### src/design/bclm_pkg.sv
`timescale 1ns / 1ps
// Shared constants for the binary clock LED matrix scan unit.
// Register indexes, reset values, field widths and pin masks; no dependencies.

package bclm_pkg;

    localparam int ADV_W   = 14;
    localparam int PHASE_W = 7;
    localparam int PINS_W  = 7;
    localparam int IDX_W   = 2;
    localparam int DATA_W  = 14;

    localparam logic [IDX_W-1:0] CFG_ADVANCE_PERIOD = 2'd0;
    localparam logic [IDX_W-1:0] CFG_BLANK_PHASE    = 2'd1;
    localparam logic [IDX_W-1:0] CFG_SCAN_PERIOD    = 2'd2;

    localparam logic [ADV_W-1:0]   ADVANCE_PERIOD_RST = 14'd10000;
    localparam logic [PHASE_W-1:0] BLANK_PHASE_RST    = 7'd20;
    localparam logic [PHASE_W-1:0] SCAN_PERIOD_RST    = 7'd100;

    localparam logic [PINS_W-1:0] ALL_PINS  = 7'h7F;
    localparam logic [PINS_W-1:0] ROW_PINS  = 7'h70;
    localparam logic [PINS_W-1:0] ROW_FIRST = 7'h10;
    localparam logic [PINS_W-1:0] COL_FIRST = 7'h01;

    localparam logic       HOUR_TENS_RST   = 1'b1;
    localparam logic [3:0] HOUR_ONES_RST   = 4'd1;
    localparam logic [2:0] MINUTE_TENS_RST = 3'd2;
    localparam logic [3:0] MINUTE_ONES_RST = 4'd3;

endpackage

### src/design/binary_clock_led_matrix_scan_unit.sv
`timescale 1ns / 1ps
// Top level of the binary clock LED matrix scan unit: scan sequencer, prescaler,
// twelve-hour clock and a one-beat result register. Depends on bclm_pkg.
//
// Channel  Direction  Handshake              Payload
// in       input      in_valid / in_ready    tick
// out      output     out_valid / out_ready  drive_valid, pins_high, pins_low,
//                                            hour_now, minute_tens_now, minute_ones_now
// cfg      input      cfg_we                 cfg_index, cfg_data
//
// The result of each accepted input beat appears on the output register in the
// next cycle; a new beat is taken every cycle while the output register is empty
// or being drained, so the rate is one beat per cycle.
// Reset puts the clock at 11:23 with the scan at row 0, column 0, phase 0.
// A stalled output holds its beat and blocks input until it is taken.

module binary_clock_led_matrix_scan_unit
(
    input  logic                            clk,
    input  logic                            rst_n,

    input  logic                            in_valid,
    output logic                            in_ready,
    input  logic                            tick,

    output logic                            out_valid,
    input  logic                            out_ready,
    output logic                            drive_valid,
    output logic [bclm_pkg::PINS_W-1:0]     pins_high,
    output logic [bclm_pkg::PINS_W-1:0]     pins_low,
    output logic [3:0]                      hour_now,
    output logic [2:0]                      minute_tens_now,
    output logic [3:0]                      minute_ones_now,

    input  logic                            cfg_we,
    input  logic [bclm_pkg::IDX_W-1:0]      cfg_index,
    input  logic [bclm_pkg::DATA_W-1:0]     cfg_data
);

    logic [bclm_pkg::ADV_W-1:0]   advance_period_reg;
    logic [bclm_pkg::PHASE_W-1:0] blank_phase_reg;
    logic [bclm_pkg::PHASE_W-1:0] scan_period_reg;

    logic [bclm_pkg::PHASE_W-1:0] phase_reg, phase_next;
    logic [1:0]                   column_reg, column_next;
    logic [1:0]                   row_reg, row_next;
    logic [bclm_pkg::ADV_W-1:0]   prescale_reg, prescale_next;
    logic                         hour_tens_reg, hour_tens_next;
    logic [3:0]                   hour_ones_reg, hour_ones_next;
    logic [2:0]                   minute_tens_reg, minute_tens_next;
    logic [3:0]                   minute_ones_reg, minute_ones_next;

    logic                         out_valid_reg;
    logic                         drive_valid_reg, drive_valid_next;
    logic [bclm_pkg::PINS_W-1:0]  pins_high_reg, pins_high_next;
    logic [bclm_pkg::PINS_W-1:0]  pins_low_reg, pins_low_next;
    logic [3:0]                   hour_reg, hour_next;
    logic [2:0]                   tens_out_reg;
    logic [3:0]                   ones_out_reg;

    logic                         accept;
    logic [3:0]                   hour_value;
    logic [3:0]                   row_value;
    logic [bclm_pkg::PINS_W-1:0]  led_high;

    assign in_ready = !out_valid_reg || out_ready;
    assign accept   = in_valid && in_ready;

    assign hour_value = hour_tens_reg ? 4'(4'd10 + hour_ones_reg) : hour_ones_reg;

    always_comb
    begin
        case (row_reg)
            2'd0:    row_value = hour_value;
            2'd1:    row_value = {1'b0, minute_tens_reg};
            2'd2:    row_value = minute_ones_reg;
            default: row_value = 4'd0;
        endcase
    end

    assign led_high = (bclm_pkg::COL_FIRST << column_reg)
                    | (bclm_pkg::ROW_PINS & ~(bclm_pkg::ROW_FIRST << row_reg));

    always_comb
    begin
        phase_next       = phase_reg;
        column_next      = column_reg;
        row_next         = row_reg;
        prescale_next    = prescale_reg;
        hour_tens_next   = hour_tens_reg;
        hour_ones_next   = hour_ones_reg;
        minute_tens_next = minute_tens_reg;
        minute_ones_next = minute_ones_reg;
        drive_valid_next = 1'b0;
        pins_high_next   = '0;
        pins_low_next    = '0;

        if (tick)
        begin
            if (phase_reg == '0)
            begin
                drive_valid_next = 1'b1;
                pins_high_next   = led_high;
                pins_low_next    = bclm_pkg::ALL_PINS & ~led_high;
            end
            else if (phase_reg == bclm_pkg::PHASE_W'(1))
            begin
                if (!row_value[column_reg])
                begin
                    drive_valid_next = 1'b1;
                    pins_high_next   = bclm_pkg::ROW_PINS;
                    pins_low_next    = bclm_pkg::ALL_PINS & ~bclm_pkg::ROW_PINS;
                end
            end
            else if (phase_reg == blank_phase_reg)
            begin
                drive_valid_next = 1'b1;
                pins_high_next   = bclm_pkg::ROW_PINS;
                pins_low_next    = bclm_pkg::ALL_PINS & ~bclm_pkg::ROW_PINS;
            end

            if (phase_reg >= scan_period_reg)
            begin
                phase_next  = '0;
                column_next = column_reg + 2'd1;
                if (column_reg == 2'd3)
                begin
                    row_next = (row_reg >= 2'd2) ? 2'd0 : row_reg + 2'd1;
                end
            end
            else
            begin
                phase_next = phase_reg + bclm_pkg::PHASE_W'(1);
            end

            if (prescale_reg >= advance_period_reg)
            begin
                prescale_next = bclm_pkg::ADV_W'(1);
                if (minute_ones_reg >= 4'd9)
                begin
                    minute_ones_next = 4'd0;
                    if (minute_tens_reg >= 3'd5)
                    begin
                        minute_tens_next = 3'd0;
                        if (hour_tens_reg)
                        begin
                            if (hour_ones_reg >= 4'd2)
                            begin
                                hour_tens_next = 1'b0;
                                hour_ones_next = 4'd1;
                            end
                            else
                            begin
                                hour_ones_next = hour_ones_reg + 4'd1;
                            end
                        end
                        else if (hour_ones_reg >= 4'd9)
                        begin
                            hour_tens_next = 1'b1;
                            hour_ones_next = 4'd0;
                        end
                        else
                        begin
                            hour_ones_next = hour_ones_reg + 4'd1;
                        end
                    end
                    else
                    begin
                        minute_tens_next = minute_tens_reg + 3'd1;
                    end
                end
                else
                begin
                    minute_ones_next = minute_ones_reg + 4'd1;
                end
            end
            else
            begin
                prescale_next = prescale_reg + bclm_pkg::ADV_W'(1);
            end
        end

        hour_next = hour_tens_next ? 4'(4'd10 + hour_ones_next) : hour_ones_next;
    end

    always_ff @(posedge clk or negedge rst_n)
    begin
        if (!rst_n)
        begin
            advance_period_reg <= bclm_pkg::ADVANCE_PERIOD_RST;
            blank_phase_reg    <= bclm_pkg::BLANK_PHASE_RST;
            scan_period_reg    <= bclm_pkg::SCAN_PERIOD_RST;
            phase_reg          <= '0;
            column_reg         <= '0;
            row_reg            <= '0;
            prescale_reg       <= '0;
            hour_tens_reg      <= bclm_pkg::HOUR_TENS_RST;
            hour_ones_reg      <= bclm_pkg::HOUR_ONES_RST;
            minute_tens_reg    <= bclm_pkg::MINUTE_TENS_RST;
            minute_ones_reg    <= bclm_pkg::MINUTE_ONES_RST;
            out_valid_reg      <= 1'b0;
        end
        else
        begin
            if (cfg_we)
            begin
                case (cfg_index)
                    bclm_pkg::CFG_ADVANCE_PERIOD: advance_period_reg <= cfg_data;
                    bclm_pkg::CFG_BLANK_PHASE:
                        blank_phase_reg <= cfg_data[bclm_pkg::PHASE_W-1:0];
                    bclm_pkg::CFG_SCAN_PERIOD:
                        scan_period_reg <= cfg_data[bclm_pkg::PHASE_W-1:0];
                    default: ;
                endcase
            end

            if (accept)
            begin
                phase_reg       <= phase_next;
                column_reg      <= column_next;
                row_reg         <= row_next;
                prescale_reg    <= prescale_next;
                hour_tens_reg   <= hour_tens_next;
                hour_ones_reg   <= hour_ones_next;
                minute_tens_reg <= minute_tens_next;
                minute_ones_reg <= minute_ones_next;
                out_valid_reg   <= 1'b1;
            end
            else if (out_ready)
            begin
                out_valid_reg <= 1'b0;
            end
        end
    end

    always_ff @(posedge clk)
    begin
        if (accept)
        begin
            drive_valid_reg <= drive_valid_next;
            pins_high_reg   <= pins_high_next;
            pins_low_reg    <= pins_low_next;
            hour_reg        <= hour_next;
            tens_out_reg    <= minute_tens_next;
            ones_out_reg    <= minute_ones_next;
        end
    end

    assign out_valid       = out_valid_reg;
    assign drive_valid     = drive_valid_reg;
    assign pins_high       = pins_high_reg;
    assign pins_low        = pins_low_reg;
    assign hour_now        = hour_reg;
    assign minute_tens_now = tens_out_reg;
    assign minute_ones_now = ones_out_reg;

    // A beat without a new pattern carries no pins.
    assert property (@(posedge clk) disable iff (!rst_n)
        out_valid && !drive_valid |-> pins_high == '0 && pins_low == '0)
        else $error("pins set on a beat without a pattern");

    // A new pattern drives every pin exactly one way.
    assert property (@(posedge clk) disable iff (!rst_n)
        out_valid && drive_valid |->
            (pins_high & pins_low) == '0 && (pins_high | pins_low) == bclm_pkg::ALL_PINS)
        else $error("pin pattern drives a pin both ways or not at all");

    // The clock digits stay within twelve-hour range.
    assert property (@(posedge clk) disable iff (!rst_n)
        out_valid |-> hour_now >= 4'd1 && hour_now <= 4'd12
                      && minute_tens_now <= 3'd5 && minute_ones_now <= 4'd9)
        else $error("clock digits out of range");

    // The scan row never reaches the unused fourth row.
    assert property (@(posedge clk) disable iff (!rst_n)
        row_reg != 2'd3)
        else $error("scan row out of range");

endmodule
### config.mk
export PLATFORM = sky130hd
export DESIGN_NAME = binary_clock_led_matrix_scan_unit
export DESIGN_NICKNAME = d
export VERILOG_FILES = /design/src/design/bclm_pkg.sv /design/src/design/binary_clock_led_matrix_scan_unit.sv
export SDC_FILE = /design/constraint.sdc
export NUM_CORES = 1
export LEC_CHECK = 0
export ABC_AREA = 1
export BUFFER_PORTS_ARGS = -buffer_cell sky130_fd_sc_hd__buf_2
export CORE_UTILIZATION = 52
export CTS_CLUSTER_DIAMETER = 60
export CTS_CLUSTER_SIZE = 14
export DETAILED_ROUTE_END_ITERATION = 7
export GPL_ROUTABILITY_DRIVEN = 0
export GPL_TIMING_DRIVEN = 0
export PLACE_DENSITY = 0.77
export REMOVE_ABC_BUFFERS = 1
export SLEW_MARGIN = 20
export SYNTH_ARGS = -nofsm -noshare
export SYNTH_HDL_FRONTEND = slang
export SYNTH_SLANG_ARGS = --single-unit
### constraint.sdc
create_clock -name clk -period 8.2 [get_ports clk]
set_clock_uncertainty 0.15 [all_clocks]
set_input_delay 0 -clock clk [delete_from_list [all_inputs] [get_ports clk]]
set_output_delay 0 -clock clk [all_outputs]
set_load 0.1 [all_outputs]
; ---- Word-level counts from Yosys, hierarchy flattened
; Cells that the tools add are included.
[totals]
regBits = 92
inputBits = 22
out_inout_bits = 28
elab_cells = 103
[classes]
add_sub_neg = 9
order_cmp = 8
n_eq_ne = 7
shifts = 2
mux = 43
bitwise_logic = 3
n_reduce_logical = 13
[ops]
columns = cell, count
row1 = $mux W4, 14
row2 = $mux W7, 7
row3 = $add A14 B1 Y14 const B, 1
row4 = $ge A14 B14 Y1, 1
row5 = $mux W1, 14
row6 = $mux W14, 1
row7 = $not A7 Y7, 2
row8 = $mux W3, 4
row9 = $pmux W4 S3, 1
row10 = $add A4 B1 Y4 const B, 2
row11 = $add A4 B4 Y4 const A, 2
row12 = $ge A4 B4 Y1 const B, 2
row13 = $reduce_and A2 Y1, 4
row14 = $add A7 B1 Y7 const B, 1
row15 = $eq A7 B1 Y1 const B, 1
row16 = $eq A7 B7 Y1, 1
row17 = $ge A7 B7 Y1, 1
row18 = $logic_not A7 Y1, 1
row19 = $or A7 B7 Y7, 1
row20 = $shl A1 B2 Y7 const A, 1
row21 = $shl A5 B2 Y7 const A, 1
row22 = $eq A2 B2 Y1 const B, 3
row23 = $add A2 B1 Y2 const B, 2
row24 = $eq A2 B1 Y1 const B, 2
row25 = other kinds (14), 15

; ---- Logic depth before layout (Yosys ltp)
[logic_depth]
ltp_word = 9
depth_mapped = 19
mapped_depth_nobuf = 19

; ---- Worst setup path after synthesis
; No wires, ideal clock.
[synth_path]
kind = register to register
start = register advance_period_reg[13] (netlist name)
end = register hour_reg[3], in the netlist hour_now[3] (data pin)
setup_time_ns = 0.249
t_arrival_ns = 2.187
t_required_ns = 7.801
path_slack_ns = 5.614
stages_incl_launch_ff = 18
path_buffers = 0
period_less_slack_ns = 2.586
cell_sequence = dfstp_2 -> inv_1 -> ha_1 -> nand2_2 -> nor2_4 -> nand2_2 -> nor2_2 -> nor2_2 -> nand3_4 -> nand3_4 -> nor2_4 -> nand2_1 -> and2_1 -> ha_1 -> nor2_2 -> nand2_1 -> nand2_1 -> inv_1
[synth_via]
elab_chain_len = 5
elab_cells_between_ends = 7
cone_classes = add/sub (1) / order compare (1) / mux (5)
[synth_rtl]
columns = element, line
row1 = start: declaration, binary_clock_led_matrix_scan_unit.sv:40  ; logic [bclm_pkg::ADV_W-1:0] advance_period_reg;
row2 = start signal: assignment, binary_clock_led_matrix_scan_unit.sv:190  ; advance_period_reg <= bclm_pkg::ADVANCE_PERIOD_RST;
row3 = start signal: assignment, binary_clock_led_matrix_scan_unit.sv:208  ; bclm_pkg::CFG_ADVANCE_PERIOD: advance_period_reg <= cfg_data;
row4 = $ge A14 B14 Y1, binary_clock_led_matrix_scan_unit.sv:136  ; if (prescale_reg >= advance_period_reg)
row5 = $mux W4, binary_clock_led_matrix_scan_unit.sv:136
row6 = $mux W4, binary_clock_led_matrix_scan_unit.sv:98  ; if (tick)
row7 = via hour_ones_next[2], binary_clock_led_matrix_scan_unit.sv:49  ; logic [3:0] hour_ones_reg, hour_ones_next;
row8 = $add A4 B4 Y4, binary_clock_led_matrix_scan_unit.sv:183  ; hour_next = hour_tens_next ? 4'(4'd10 + hour_ones_next) : hour_ones_next;
row9 = $mux W4, binary_clock_led_matrix_scan_unit.sv:183
row10 = via hour_next[3], binary_clock_led_matrix_scan_unit.sv:57  ; logic [3:0] hour_reg, hour_next;
row11 = end signal: assignment, binary_clock_led_matrix_scan_unit.sv:243  ; hour_reg <= hour_next;
row12 = end: declaration, binary_clock_led_matrix_scan_unit.sv:57
; The timed path passes the listed nets, and every way through them passes these cells.
; A chain may end at the register's enable or synchronous reset.

; ---- Final worst setup path
; Same ends and word-level chain as after synthesis.

==> impl_results.md <==
- Vias post-DR: ~4,300
- # IOs: 50
- Antenna violations before repair: 0
- Delay of the slowest cell on the worst path: around 0.52 ns
- Power density over cell area: around 280 mW/mm²
- Placeable core region: around 0.0098 mm²
- Area growth from synthesis to layout: 15.1%
- Number of buffer cells added on primary ports: 49
- Number of setup buffers added after CTS: 0
- Drt first-iter violations: around 170
- Worst vdd rail ir drop: between 0.15 and 0.2 mV
- Fin cells: around 840
- Hold/Removal Path Class: in2reg
- Global router's overall resource usage: between 20 and 25%
- Number of hold violations in the final report: 0
- Overall power after layout: around 1700 µW
- Gate Count Post-Synth: 628
- Ordered cell list for the critical path: inv_1, ha_1, nand2_2, nor2_4, nand2_2, nor2_2, nor2_2, nand3_4, nand3_4, nor2_4, nand2_1, and2_1, ha_1, nor2_2, nand2_1, nand2_1, inv_1
- N_diodes: 0
- Worst path required time: 8.19 ns
- Wire length per cell after detailed routing: about 12 µm
- Post-DP Area: 0.00571 mm²
- FF+latch count, synth: 92
- HPWL after detailed placement: 7630 µm
- Buffers plus inverters on the worst setup path: 2
- Result of the run: finished, final reports clean
- Clock Tree Root: clkbuf_8
- Via/cell ratio: between 5 and 6
- Die H: between 100 and 150 µm
- Source-to-sink clock delay at the later pin of the worst-skew pair: between 0.3 and 0.4 ns
- Actual transition at the worst max-transition pin: just under 0.9 ns
- Post-route clock period utilization: around a third
- Distinct cell type count of the synthesized netlist: 43
- Vias in the first global route: just over 4,000
- Shortest period the worst path allows: 2.85 ns
- Number of clock sinks seen by CTS: 92
- H-Tree Depth: 3
- Maxcap violations: 0
- Total die area: between 0.01 and 0.015 mm²
- TritonRoute pass-1 iters: 4
- Kind of launch point of the worst setup path: flip-flop
- Starting utilization of the core area: between 50% and 60%
- Critical Setup Path Class: reg2reg
- Number of endpoints failing setup at the final stage: 0
- Largest fanout on the critical path: 10
- Crit path max-delay cell type: dfstp_2
- Mapped cell area: 0.00531 mm²
- Relative slew slack: between 40% and 50%
- Nets@finish: 762
- Maximum clock path buffer count: 2
- Top achievable clock speed: 0.350 GHz
- TritonCTS clock tree: built
- CP endpoint kind: flip-flop
- Die Span X: between 100 and 150 µm
- Setup repair after global routing missed its margin: false
- Yosys warning count: 0
- Final Cell Area: just over 0.006 mm²
- Wire length of the first global-routing pass: about 19,000 µm
- Detail Route Antenna Nets: 0
- Total placed cells including tap cells: 802
- DRT Wirelength: approximately 10,000 µm
- Remaining DRCs: 0
- Global route total overflow: 0
- Static leakage: between 0.003 and 0.004 µW
- Total CTS buffers: 9
- Sequential area share after synthesis: 46.1%
- Number of resized instances in the post-cts repair step: 0
- Arrival time of data at the critical path endpoint: between 2 and 3 ns
- Pin count of the biggest net entering global routing: 45
- Count of final max-slew check failures: 0
- Setup tns final: 0 ns
- Count of hold buffers inserted by post-cts repair: 20
- Count of standard-cell rows: 36
- Post-synthesis area per instance: about 8.5 µm²
- Layout cells sized above 1: 16.7%
- Largest delay contributor family on the critical path: simple AND/OR/NAND/NOR gates
- Worst-path clk slew: around 0.090 ns
## cells in the final DEF (no fill, tap or decap), drive strengths merged, types with 12 or more instances in the layout
cell type / n
ha: 40
dlygate4sd3: 20
edfxtp: 26
buf: 50
nand3: 31
inv: 101
clkbuf: 12
dfrtp: 51
dfstp: 15
nand2: 156
a21oi: 20
nor2: 71
o21ai: 47
## through the flow
stage	hold slack (ns)	utilization, %	setup slack (ns)
floorplan	-0.446	-	5.28
finish	0.0393	62.3	5.35
global placement	0.0848	57.8	5.40
detailed placement	-0.227	58.1	5.34
CTS	0.0346	62.3	5.32
global route	0.0925	62.3	5.16
## worst paths after layout
| kind | from | endpoint | slack (ns) | cells after the start |
|---|---|---|---|---|
| worst max-delay path | advance_period_reg[13] | hour_now[3] | 5.35 | 17 |
| worst min-delay path | cfg_we | scan_period_reg[6] | 0.04 | 3 |
| worst max register to register | advance_period_reg[13] | hour_now[3] | 5.35 | 17 |
| worst min register to register | advance_period_reg[8] | advance_period_reg[8] | 0.34 | 2 |
| max in group asynchronous | rst_n | advance_period_reg[6] | 6.68 | 3 |
| min in group asynchronous | rst_n | scan_period_reg[6] | 0.09 | 2 |
## layout make-up
class,count,area (µm²)
Fill cell,871,3710
Clock inverter,4,28.8
Clock buffer,12,176
Tap cell,133,166
Sequential cell,92,2450
Multi-Input combinational cell,427,2440
Timing Repair Buffer,70,475
Inverter,100,378
## metal layers
layer  GRT usage [%]  share of wire (%)  vias to the layer above
met5               0                  0                        -
met4            8.34                1.8                        0
met3            3.59                3.9                       20
met2            38.9                 48                       93
met1            28.9                 47                     2000
li1                -                  -                     2159
## worst min-delay path: cells and delay by family
family / cells / cell delay, ns
and+or+nand+nor: 1 / 0.32
AOI/OAI and AO/OA: 1 / 0.13
buffers and inverters: 1 / 0.11
## report_power, final
part,leakage [µW],internal [µW],switching [µW]
logic,0.00191,217,503
clock network,0.000100,146,165
registers,0.00105,597,93.3
total,0.00306,960,761
## cell usage after synthesis
| cell | number | area [µm²] |
|---|---|---|
| or2_0 | 1 | 6.26 |
| inv_2 | 3 | 11.3 |
| nand4_2 | 1 | 12.5 |
| xnor2_1 | 7 | 61.3 |
| nand3b_1 | 2 | 15.0 |
| nor3b_2 | 3 | 37.5 |
| nand2_4 | 2 | 22.5 |
| nor2_4 | 3 | 33.8 |
| o21ai_1 | 2 | 10.0 |
| buf_2 | 3 | 15.0 |
| nor2_1 | 60 | 225 |
| o21ai_0 | 42 | 210 |
| nor2_2 | 8 | 50.1 |
| dfrtp_1 | 51 | 1280 |
| and2_1 | 2 | 12.5 |
| or2_2 | 1 | 6.26 |
| o22ai_1 | 4 | 25.0 |
| nor3_2 | 1 | 10.0 |
| a21o_1 | 2 | 15.0 |
| nand3_4 | 2 | 35.0 |
| xor2_1 | 10 | 87.6 |
| inv_4 | 1 | 6.26 |
| o21ai_2 | 3 | 26.3 |
| a211oi_2 | 1 | 12.5 |
| o21a_1 | 2 | 15.0 |
| a31oi_2 | 1 | 12.5 |
| inv_1 | 96 | 360 |
| edfxtp_1 | 26 | 781 |
| clkbuf_1 | 5 | 18.8 |
| a21oi_1 | 20 | 100 |
| ha_1 | 40 | 500 |
| dfstp_2 | 15 | 394 |
| nand3_1 | 29 | 145 |
| nor4_1 | 2 | 12.5 |
| nor3b_1 | 1 | 7.51 |
| nor3_1 | 7 | 35.0 |
| nand2_2 | 7 | 43.8 |
| nand4_1 | 9 | 56.3 |
| nand2_1 | 147 | 552 |
| buf_6 | 1 | 11.3 |
| o221ai_1 | 1 | 8.76 |
| o211ai_1 | 1 | 7.51 |
| o2111ai_1 | 3 | 26.3 |
## cell families after synthesis
kind of cell | Yosys count | share of synthesized area [%]
simple gates | 288 | 24.8
buf+inv | 109 | 7.96
flops | 92 | 46.1
compound gates | 82 | 8.83
fa+ha+maj | 40 | 9.42
xor+xnor | 17 | 2.80
Power figures use the tool's default switching activity.
